<file path="config.mk">
export PLATFORM = sky130hd
export DESIGN_NAME = anchor_pair_match_grader_unit
export DESIGN_NICKNAME = d
export VERILOG_FILES = /design/src/rtl/apmg_pkg.sv /design/src/rtl/apmg_coord_check.sv /design/src/rtl/anchor_pair_match_grader_unit.sv
export SDC_FILE = /design/constraint.sdc
export NUM_CORES = 2
export LEC_CHECK = 0
export BUFFER_PORTS_ARGS = -buffer_cell sky130_fd_sc_hd__buf_4
export CAP_MARGIN = 20
export CORE_ASPECT_RATIO = 1.5
export CORE_UTILIZATION = 50
export CTS_CLUSTER_DIAMETER = 200
export CTS_CLUSTER_SIZE = 8
export DETAILED_ROUTE_END_ITERATION = 8
export PLACE_DENSITY = 0.76
export SLEW_MARGIN = 20
export SYNTH_ARGS = -nofsm -noshare
export SYNTH_HDL_FRONTEND = slang
export SYNTH_SLANG_ARGS = --single-unit
</file>
<file path="constraint.sdc">
create_clock -name clk_i -period 11.1 [get_ports clk_i]
set_input_delay 1.665 -clock clk_i [delete_from_list [all_inputs] [get_ports clk_i]]
set_output_delay 1.665 -clock clk_i [all_outputs]
set_load 0.05 [all_outputs]
</file>
<file path="src/rtl/apmg_pkg.sv">
package apmg_pkg;

  // Configuration register indexes
  localparam int unsigned CfgAddrW = 1;
  localparam int unsigned CfgDataW = 20;

  typedef enum logic [CfgAddrW-1:0] {
    RegDeviationLimit = 1'b0,
    RegErrorRate      = 1'b1
  } cfg_reg_e;

  localparam int unsigned DevW  = 20;
  localparam int unsigned RateW = 17;
  // fraction bits of the Q1.16 error_rate
  localparam int unsigned RateFracW = 16;

  localparam int unsigned GradeW = 3;

  typedef enum logic [GradeW-1:0] {
    GradeMismatch  = 3'd0,
    GradeGood      = 3'd1,
    GradeSkip      = 3'd2,
    GradeExcellent = 3'd3,
    GradeAmazing   = 3'd4
  } grade_e;

endpackage

</file>
<file path="src/rtl/apmg_coord_check.sv">
module apmg_coord_check #(
  parameter int unsigned PosW = 32
) (
  input  logic signed [PosW-1:0]           p_i,
  input  logic signed [PosW-1:0]           q_i,
  input  logic signed [PosW-1:0]           d_i,
  input  logic [apmg_pkg::DevW-1:0]        dev_i,
  input  logic [apmg_pkg::RateW-1:0]       rate_i,
  output logic                             pass_o
);

  localparam int unsigned ProdW = PosW + apmg_pkg::RateW;
  localparam int unsigned CmpW  = PosW + 2 + apmg_pkg::DevW;

  logic signed [PosW:0]   shifted;
  logic signed [PosW+1:0] off_diff;
  logic [PosW+1:0]        off_mag;
  logic signed [PosW:0]   span;
  logic signed [PosW+1:0] ratio_diff;
  logic [PosW+1:0]        ratio_mag;
  logic [PosW-1:0]        step_mag;
  logic [ProdW-1:0]       prod;
  logic [PosW:0]          limit;
  logic                   offset_ok;
  logic                   ratio_ok;

  // Offset test: first position moved by the step lands near the second
  always_comb begin
    shifted   = {p_i[PosW-1], p_i} + {d_i[PosW-1], d_i};
    off_diff  = {shifted[PosW], shifted} - {{2{q_i[PosW-1]}}, q_i};
    off_mag   = off_diff[PosW+1] ? (PosW+2)'(-off_diff) : off_diff;
    offset_ok = (p_i != '0) && (q_i != '0) && (shifted != '0) &&
                (CmpW'(off_mag) <= CmpW'(dev_i));
  end

  // Ratio test: |d - (q - p)| <= (|d| * rate) >> 16, never for a zero step
  always_comb begin
    span       = {q_i[PosW-1], q_i} - {p_i[PosW-1], p_i};
    ratio_diff = {{2{d_i[PosW-1]}}, d_i} - {span[PosW], span};
    ratio_mag  = ratio_diff[PosW+1] ? (PosW+2)'(-ratio_diff) : ratio_diff;
    step_mag   = d_i[PosW-1] ? PosW'(-d_i) : d_i;
    prod       = ProdW'(step_mag) * ProdW'(rate_i);
    limit      = prod[ProdW-1:apmg_pkg::RateFracW];
    ratio_ok   = (d_i != '0) && (ratio_mag <= {1'b0, limit});
  end

  assign pass_o = offset_ok || ratio_ok;

endmodule

</file>
<file path="src/rtl/anchor_pair_match_grader_unit.sv">
// Channel   Dir  Word                                        Handshake
// s_axis    in   tdata: query_pos_a, ref_pos_a, query_pos_b,  tvalid/tready
//                ref_pos_b, edge_step (POS_WIDTH bits each)
// m_axis    out  tdata: grade (3 bits)                        tvalid/tready
// cfg       in   cfg_addr_i: register, cfg_data_i: value      cfg_valid_i/cfg_ready_o
//
// An accepted input word passes through one input register, then the offset and
// ratio tests, each coordinate check with its own |edge_step| x error_rate multiply,
// then the result register, before its grade appears on m_axis.
// One word per cycle is sustained; s_axis stalls only while both stages are full
// and m_axis_tready is low. Reset clears the valid flags and both configuration
// registers to 0.
module anchor_pair_match_grader_unit #(
  parameter int unsigned POS_WIDTH = 32,
  localparam int unsigned InDataW  = ((5 * POS_WIDTH + 7) / 8) * 8,
  localparam int unsigned OutDataW = ((apmg_pkg::GradeW + 7) / 8) * 8
) (
  input  logic                              clk_i,
  input  logic                              rst_ni,

  input  logic                              s_axis_tvalid,
  output logic                              s_axis_tready,
  // query_pos_a, ref_pos_a, query_pos_b, ref_pos_b, edge_step, zero pad
  input  logic [InDataW-1:0]                s_axis_tdata,

  output logic                              m_axis_tvalid,
  input  logic                              m_axis_tready,
  // grade, zero pad
  output logic [OutDataW-1:0]               m_axis_tdata,

  input  logic                              cfg_valid_i,
  output logic                              cfg_ready_o,
  input  logic [apmg_pkg::CfgAddrW-1:0]     cfg_addr_i,
  input  logic [apmg_pkg::CfgDataW-1:0]     cfg_data_i
);

  localparam int unsigned W = POS_WIDTH;

  logic [apmg_pkg::DevW-1:0]  dev_q;
  logic [apmg_pkg::RateW-1:0] rate_q;

  logic                       in_vld_q;
  logic signed [W-1:0]        qa_q, ra_q, qb_q, rb_q, step_q;
  logic                       out_vld_q;
  apmg_pkg::grade_e           grade_q, grade_d;

  logic                       out_adv;
  logic                       in_adv;
  logic                       q_pass, r_pass;

  // Configuration registers
  assign cfg_ready_o = 1'b1;

  always_ff @(posedge clk_i or negedge rst_ni) begin
    if (!rst_ni) begin
      dev_q  <= '0;
      rate_q <= '0;
    end else if (cfg_valid_i) begin
      case (apmg_pkg::cfg_reg_e'(cfg_addr_i))
        apmg_pkg::RegDeviationLimit: dev_q  <= cfg_data_i[apmg_pkg::DevW-1:0];
        apmg_pkg::RegErrorRate:      rate_q <= cfg_data_i[apmg_pkg::RateW-1:0];
        default: ;
      endcase
    end
  end

  // Pipeline control
  assign out_adv       = !out_vld_q || m_axis_tready;
  assign in_adv        = !in_vld_q || out_adv;
  assign s_axis_tready = in_adv;

  always_ff @(posedge clk_i or negedge rst_ni) begin
    if (!rst_ni) begin
      in_vld_q  <= 1'b0;
      out_vld_q <= 1'b0;
    end else begin
      if (in_adv) in_vld_q <= s_axis_tvalid;
      if (out_adv) out_vld_q <= in_vld_q;
    end
  end

  // Input word register
  always_ff @(posedge clk_i) begin
    if (in_adv && s_axis_tvalid) begin
      qa_q   <= s_axis_tdata[0*W +: W];
      ra_q   <= s_axis_tdata[1*W +: W];
      qb_q   <= s_axis_tdata[2*W +: W];
      rb_q   <= s_axis_tdata[3*W +: W];
      step_q <= s_axis_tdata[4*W +: W];
    end
  end

  apmg_coord_check #(.PosW(W)) u_query_check (
    .p_i    (qa_q),
    .q_i    (qb_q),
    .d_i    (step_q),
    .dev_i  (dev_q),
    .rate_i (rate_q),
    .pass_o (q_pass)
  );

  apmg_coord_check #(.PosW(W)) u_ref_check (
    .p_i    (ra_q),
    .q_i    (rb_q),
    .d_i    (step_q),
    .dev_i  (dev_q),
    .rate_i (rate_q),
    .pass_o (r_pass)
  );

  // Grade selection by the pattern of absent positions
  always_comb begin
    grade_d = apmg_pkg::GradeMismatch;
    if (qa_q == '0 || qb_q == '0) begin
      if (r_pass) begin
        if (qb_q != '0)      grade_d = apmg_pkg::GradeExcellent;
        else if (qa_q != '0) grade_d = apmg_pkg::GradeSkip;
        else                 grade_d = apmg_pkg::GradeGood;
      end
    end else if (ra_q == '0 || rb_q == '0) begin
      if (q_pass) begin
        grade_d = (rb_q != '0) ? apmg_pkg::GradeExcellent : apmg_pkg::GradeGood;
      end
    end else begin
      if (q_pass && r_pass) grade_d = apmg_pkg::GradeAmazing;
      else if (q_pass)      grade_d = apmg_pkg::GradeExcellent;
      else if (r_pass)      grade_d = apmg_pkg::GradeSkip;
    end
  end

  // Result register
  always_ff @(posedge clk_i) begin
    if (out_adv && in_vld_q) begin
      grade_q <= grade_d;
    end
  end

  assign m_axis_tvalid = out_vld_q;
  assign m_axis_tdata  = OutDataW'(grade_q);

  // Checks
  a_word_moves_on: assert property (@(posedge clk_i) disable iff (!rst_ni)
    (in_vld_q && out_adv) |=> m_axis_tvalid)
    else $error("buffered word did not reach the result register");

  a_no_query_grade: assert property (@(posedge clk_i) disable iff (!rst_ni)
    (in_vld_q && out_adv && qa_q == '0 && qb_q == '0) |=>
      (grade_q == apmg_pkg::GradeMismatch || grade_q == apmg_pkg::GradeGood))
    else $error("grade with both query positions absent out of range");

  a_dev_write: assert property (@(posedge clk_i) disable iff (!rst_ni)
    (cfg_valid_i && cfg_addr_i == apmg_pkg::RegDeviationLimit) |=>
      (dev_q == $past(cfg_data_i[apmg_pkg::DevW-1:0])))
    else $error("deviation limit write lost");

  a_input_stall: assert property (@(posedge clk_i) disable iff (!rst_ni)
    (in_vld_q && out_vld_q && !m_axis_tready) |-> !s_axis_tready)
    else $error("input taken while both stages are full");

endmodule

</file>
# ---- Yosys cells after proc, flatten, opt, wreduce, memory -nomap -nowiden
# Index checks and enable logic that the tools add are counted.
# Widths: inputs -> output; s select.
dict set report word_totals {
  output_inout_bits 11
  in_bits 186
  word_cells 76
  regBits 202
}
dict set report classes {
  addsub 13
  muxes 15
  n_lt_le_gt_ge 4
  reduce_logical 32
  n_mul 1
  n_bitwise 1
}
# operator count
set ops {}
lappend ops {{$reduce_bool 32->1} 5}
lappend ops {{$mux 34} 4}
lappend ops {{$neg 34->34} 4}
lappend ops {{$logic_not 32->1} 4}
lappend ops {{$le 34x20->1} 2}
lappend ops {{$le 34x33->1} 2}
lappend ops {{$sub 32x33->34} 2}
lappend ops {{$sub 33x32->34} 2}
lappend ops {{$add 32x32->33} 2}
lappend ops {{$reduce_bool 33->1} 2}
lappend ops {{$sub 32x32->33} 2}
lappend ops {{$mul 32x17->49} 1}
lappend ops {{$mux 32} 1}
lappend ops {{$neg 32->32} 1}
lappend ops {{$mux 2} 7}
lappend ops {{$logic_and 1x1->1} 11}
lappend ops {{$mux 3} 3}
lappend ops {{$logic_or 1x1->1} 6}
lappend ops {{$reduce_and 2->1} 2}
lappend ops {{$logic_not 1->1} 2}
lappend ops {{$not 1->1} 1}

# ---- Longest topological paths before layout
dict set report logic_depth {
  depth_word 12
  depth_mapped 51
  mapped_depth_nobuf 50
}

# ---- By module
# From an unflattened synthesis, not the netlist that was laid out.
dict set report unflattened {
  hier_cells 6929
  hier_area_um2 59813.6
}
# module area_each_um2 cells_per_inst seq_area_each_um2 n_inst
set modules_own_cells {}
lappend modules_own_cells {{apmg_coord_check (u_ref_check)} 26661.8 3322 0.0 1}
lappend modules_own_cells {{apmg_coord_check (u_query_check)} 26366.5 3290 0.0 1}
lappend modules_own_cells {anchor_pair_match_grader_unit 6785.3 317 5870.6 1}

# ---- Least setup slack after synthesis
# No wires, ideal clock.
dict set report synth_path {
  path_kind {register -> register}
  from {register step_q[3]}
  to {register grade_q[1] (data pin)}
  setup_ns 0.256
  slack_ns -0.108
  synth_period_minus_slack_ns 11.208
  n_path_buf 1
  stages_incl_launch_ff 45
  arrival_ns 10.951
  required_time_ns 10.844
  path_cell_list {edfxtp_1 nor3_1 nand3_1 or3_1 nand2b_1 or4_1 or4_1 or2_2 o31ai_1 xnor2_1 clkbuf_1 nand2_1 fa_1 fa_1 inv_1 fa_1 fa_1 fa_1 [9 not listed] o31ai_1 a2111o_1 a31oi_1 o21bai_1 a21oi_1 nor2b_1 nor2_1 xnor2_1 ha_1 nand2_1 nor3_1 nand3b_1 or4b_1 o211a_1 ha_1 and2b_1 nor3_1 a22o_1}
}
dict set report synth_between {
  elab_chain_cells 12
  word_cells_on_any_way 40
  classes_between {11 x add/sub; 1 x mul; 4 x order compare; 12 x mux; 12 x reduce/logical}
}
# item line_no
set synth_lines {}
lappend synth_lines {{start, declared} anchor_pair_match_grader_unit.sv:43} ;# logic signed [W-1:0] qa_q, ra_q, qb_q, rb_q, step_q;
lappend synth_lines {{start signal, assigned} anchor_pair_match_grader_unit.sv:89} ;# step_q <= s_axis_tdata[4*W +: W];
lappend synth_lines {{parallel branches: the longest is 11 deep, another holds $mul 32x17->49} n/a}
lappend synth_lines {{$mux 3 *} anchor_pair_match_grader_unit.sv:114} ;# if (qa_q == '0 || qb_q == '0) begin
lappend synth_lines {{named net grade_d[1]} anchor_pair_match_grader_unit.sv:45} ;# apmg_pkg::grade_e grade_q, grade_d;
lappend synth_lines {{end signal, assigned} anchor_pair_match_grader_unit.sv:134} ;# grade_q <= grade_d;
lappend synth_lines {{end, declared} anchor_pair_match_grader_unit.sv:45}
# Mark *: on every way through the listed nets, which the timed path passes.
# A chain may end at the register's enable or synchronous reset.

# ---- Worst setup path in the final report
dict set report layout_path {
  from {register step_q[2]}
  to {register grade_q[1] (data pin)}
}
# Same word-level chain as after synthesis.

==> impl_results.md <==
- Pre-CTS WS: -530.7 ps
- Grt total ovfl: 0
- DR iter-0 viols: 3,044
- Fillers: 7,447
- GP Congestion: 1.035
- Initial Util: 50.73%
- Routed WL: 155,100 um
- Required @ worst endpoint: 11,490 ps
- Clk Latency, worst-skew pair: 630 ps
- Cts bufs inserted: 29
- Number of detailed-route iterations in the first pass: 5
- CP endpoint kind: flop
- Via-per-instance ratio: 5.947
- Synth-to-Final Area Change: 13.60%
- First-pass GRT wire length: 228,300 um
- Worst path max stage delay: 550 ps
- Clock sinks: 202
- Die area: 86,520 sq um
- CP max-delay cell: or4_4
- Share of layout cells above drive strength 1: 13.49%
- Total track usage: 35.53%
- Yosys reg bits: 202
- Hold Fails Final Rpt: 0
- Distinct cell type count of the synthesized netlist: 124
- Startpoint type of the worst setup path: flop
- Die W: 240.5 um
- Final Max Tran Viols: 0
- Final Net Count: 6,457
- Yosys warns: 0
- Max cap viols: 0
- Worst setup margin: -31.45 ps
- Die extent in y: 359.7 um
- Row count: 130
- Critical path's top delay family: adder cells
- Largest net degree at the start of global routing: 138
- Htree depth: 1
- Crit Path Max Fanout: 9
- Status: finished, violations left
- Final Critical Period: 11,130 ps
- Fmax: 89.84 MHz
- Least-Margin Pin Slew: 1063 ps
- Final ANT Viol Nets: 0
- RSZ-0062 raised after global routing: yes
- CP Buf/Inv Count: 4
- Root Buffer: clkbuf_16
- DPL Wire Length: 131,800 um
- Synth async-reset ratio: 19.31%
- Setup CP Type: reg -> reg
- Slew HR: 29.10%
- Setup TNS: -31.45 ps
- Non-filler cells, final: 6,471
- Vias in the first global route: 38,779
- Initial antenna violation count: 4
- Hold Buf Count CTS: 0
- Cell Area, Synth: 42,660 sq um
- CTS clock-pin slew for the worst setup and hold paths: 70 ps
- Final Cycle Share: 100.3%
- Synth Instances: 4,990
- Min-Delay Path Class: reg -> reg
- Area taken by multi-input logic gates: 33,560 sq um
- CTS tree: done
- CP most frequent cell: fa_1
- IO Port Bufs: 190
- Placed cell count: 6,391
- Via Count: 38,485
- Arrival time worst endpoint: 11,520 ps
- Most used DFF post-synth: edfxtp_1
- Mapped Avg Cell Area: 8.549 sq um
- Average routed wire per standard cell: 23.97 um
- Final number of setup-violating endpoints: 1
- Fin Clk Skew: 71.63 ps
- Clock Path Buffers: 3
- Final Util: 57.63%
- Failing checks: negative setup slack
- Drc violations: 0
- Register area: 5871 sq um
- Post-synth EDFFs: 163
- Core box area: 84,090 sq um
- I/O pin count: 197
- Seq/Total Area, Yosys: 13.76%
-- registers in the layout, summed over array words and instances, names as in the netlist --
name,flops
step_q,32
m_axis_tvalid,1
rb_q,32
dev_q,20
ra_q,32
in_vld_q,1
grade_q,3
qb_q,32
rate_q,17
qa_q,32
-- stage by stage --
| stage | instance area (sq um) | hold slack, ps |
|---|---|---|
| floorplan | 42680 | 449.0 |
| global placement | 46770 | 461.9 |
| detailed placement | 46770 | 485.1 |
| CTS | 47960 | 500.7 |
| global route | 48450 | 526.7 |
| finish | 48460 | 498.1 |
-- routing by layer --
layer | vias to the layer above | part of all wire, % | track usage [%]
met5 | - | 0.010 | 0
met4 | 2 | 12 | 34.02
met3 | 615 | 6.7 | 6.441
met2 | 1624 | 48 | 60.05
met1 | 18823 | 33 | 36.50
li1 | 17421 | - | -
-- synthesized netlist by cell type, types with 30 or more instances --
cell,number,area share (%)
and3_1,31,0.45
dfrtp_1,39,2.3
or3_1,44,0.65
ha_1,426,12
nor3_1,76,0.89
nor2_1,194,1.7
fa_1,515,24
a21o_1,135,2.4
inv_1,836,7.4
xnor2_1,212,4.4
and2_1,212,3.1
edfxtp_1,163,11
o31ai_1,34,0.60
clkbuf_1,152,1.3
xor2_1,85,1.7
nand2_1,570,5.0
a211oi_1,34,0.60
nand2b_1,35,0.51
o21a_1,47,0.83
nand3_1,77,0.90
a31oi_1,30,0.44
o21ai_0,188,2.2
nor4_1,57,0.84
nor2b_1,40,0.59
o211ai_1,33,0.58
nand4_1,72,1.1
a21oi_1,238,2.8
-- path summary, 6_finish.rpt --
kind	from	endpoint	slack [ps]	cells past startpoint
setup / recovery	step_q[2]$_DFFE_PP_	grade_q[1]$_DFFE_PP_	-30	43
hold / removal	in_vld_q$_DFFE_PN0N_	m_axis_tvalid$_DFFE_PN0P_	500	1
setup reg to reg	step_q[2]$_DFFE_PP_	grade_q[1]$_DFFE_PP_	-30	43
hold reg to reg	in_vld_q$_DFFE_PN0N_	m_axis_tvalid$_DFFE_PN0P_	500	1
max in group asynchronous	rst_ni	rate_q[12]$_DFFE_PN0P_	9730	1
min in group asynchronous	rst_ni	rate_q[11]$_DFFE_PN0P_	1010	1
-- repair_timing --
item,CTS,global route
setup endpoints to repair,3,3
resized for setup,56,74
gates cloned,1,0
buffers inserted,16,13
pin swaps,62,86
-- final cells by class --
class,count,share of cell area [%]
inverter,837,6.488
clock buffer,42,1.598
clock inverter,2,0.05680
timing repair buffer,479,7.562
sequential,202,12.11
tap,1122,2.897
antenna,6,0.03098
multi-input combinational,3781,69.25
-- kinds of logic after synthesis --
kind of cell    count (synthesis)  synth area share, %
mux                            28               0.7245
xor+xnor                      299                6.174
compound gates                969                15.23
fa+ha+maj                     941                36.66
simple gates                 1538                18.36
flops                         202                13.76
buf+inv                      1011                9.078
other cells                     2              0.01760
-- layout by cell type (no fill, tap or decap), drive strengths merged, types with 38 or more instances in the layout --
| master | netlist | final |
|---|---|---|
| buf | 19 | 479 |
| inv | 836 | 838 |
| o21ai | 199 | 199 |
| nand4 | 73 | 73 |
| nor4 | 60 | 60 |
| xnor2 | 212 | 212 |
| nand2 | 570 | 570 |
| clkbuf | 155 | 42 |
| nor3 | 78 | 78 |
| a21o | 137 | 137 |
| a21oi | 245 | 245 |
| o21a | 47 | 47 |
| nor2b | 40 | 40 |
| fa | 515 | 515 |
| nand3 | 77 | 77 |
| a211oi | 38 | 38 |
| or3 | 46 | 46 |
| and2 | 214 | 214 |
| xor2 | 87 | 87 |
| edfxtp | 163 | 163 |
| dfrtp | 39 | 39 |
| nor2 | 195 | 195 |
| ha | 426 | 426 |
Power is left out: the tool's default activity adds up to more than one toggle a clock period on the data nets, which glitch-free logic cannot reach.
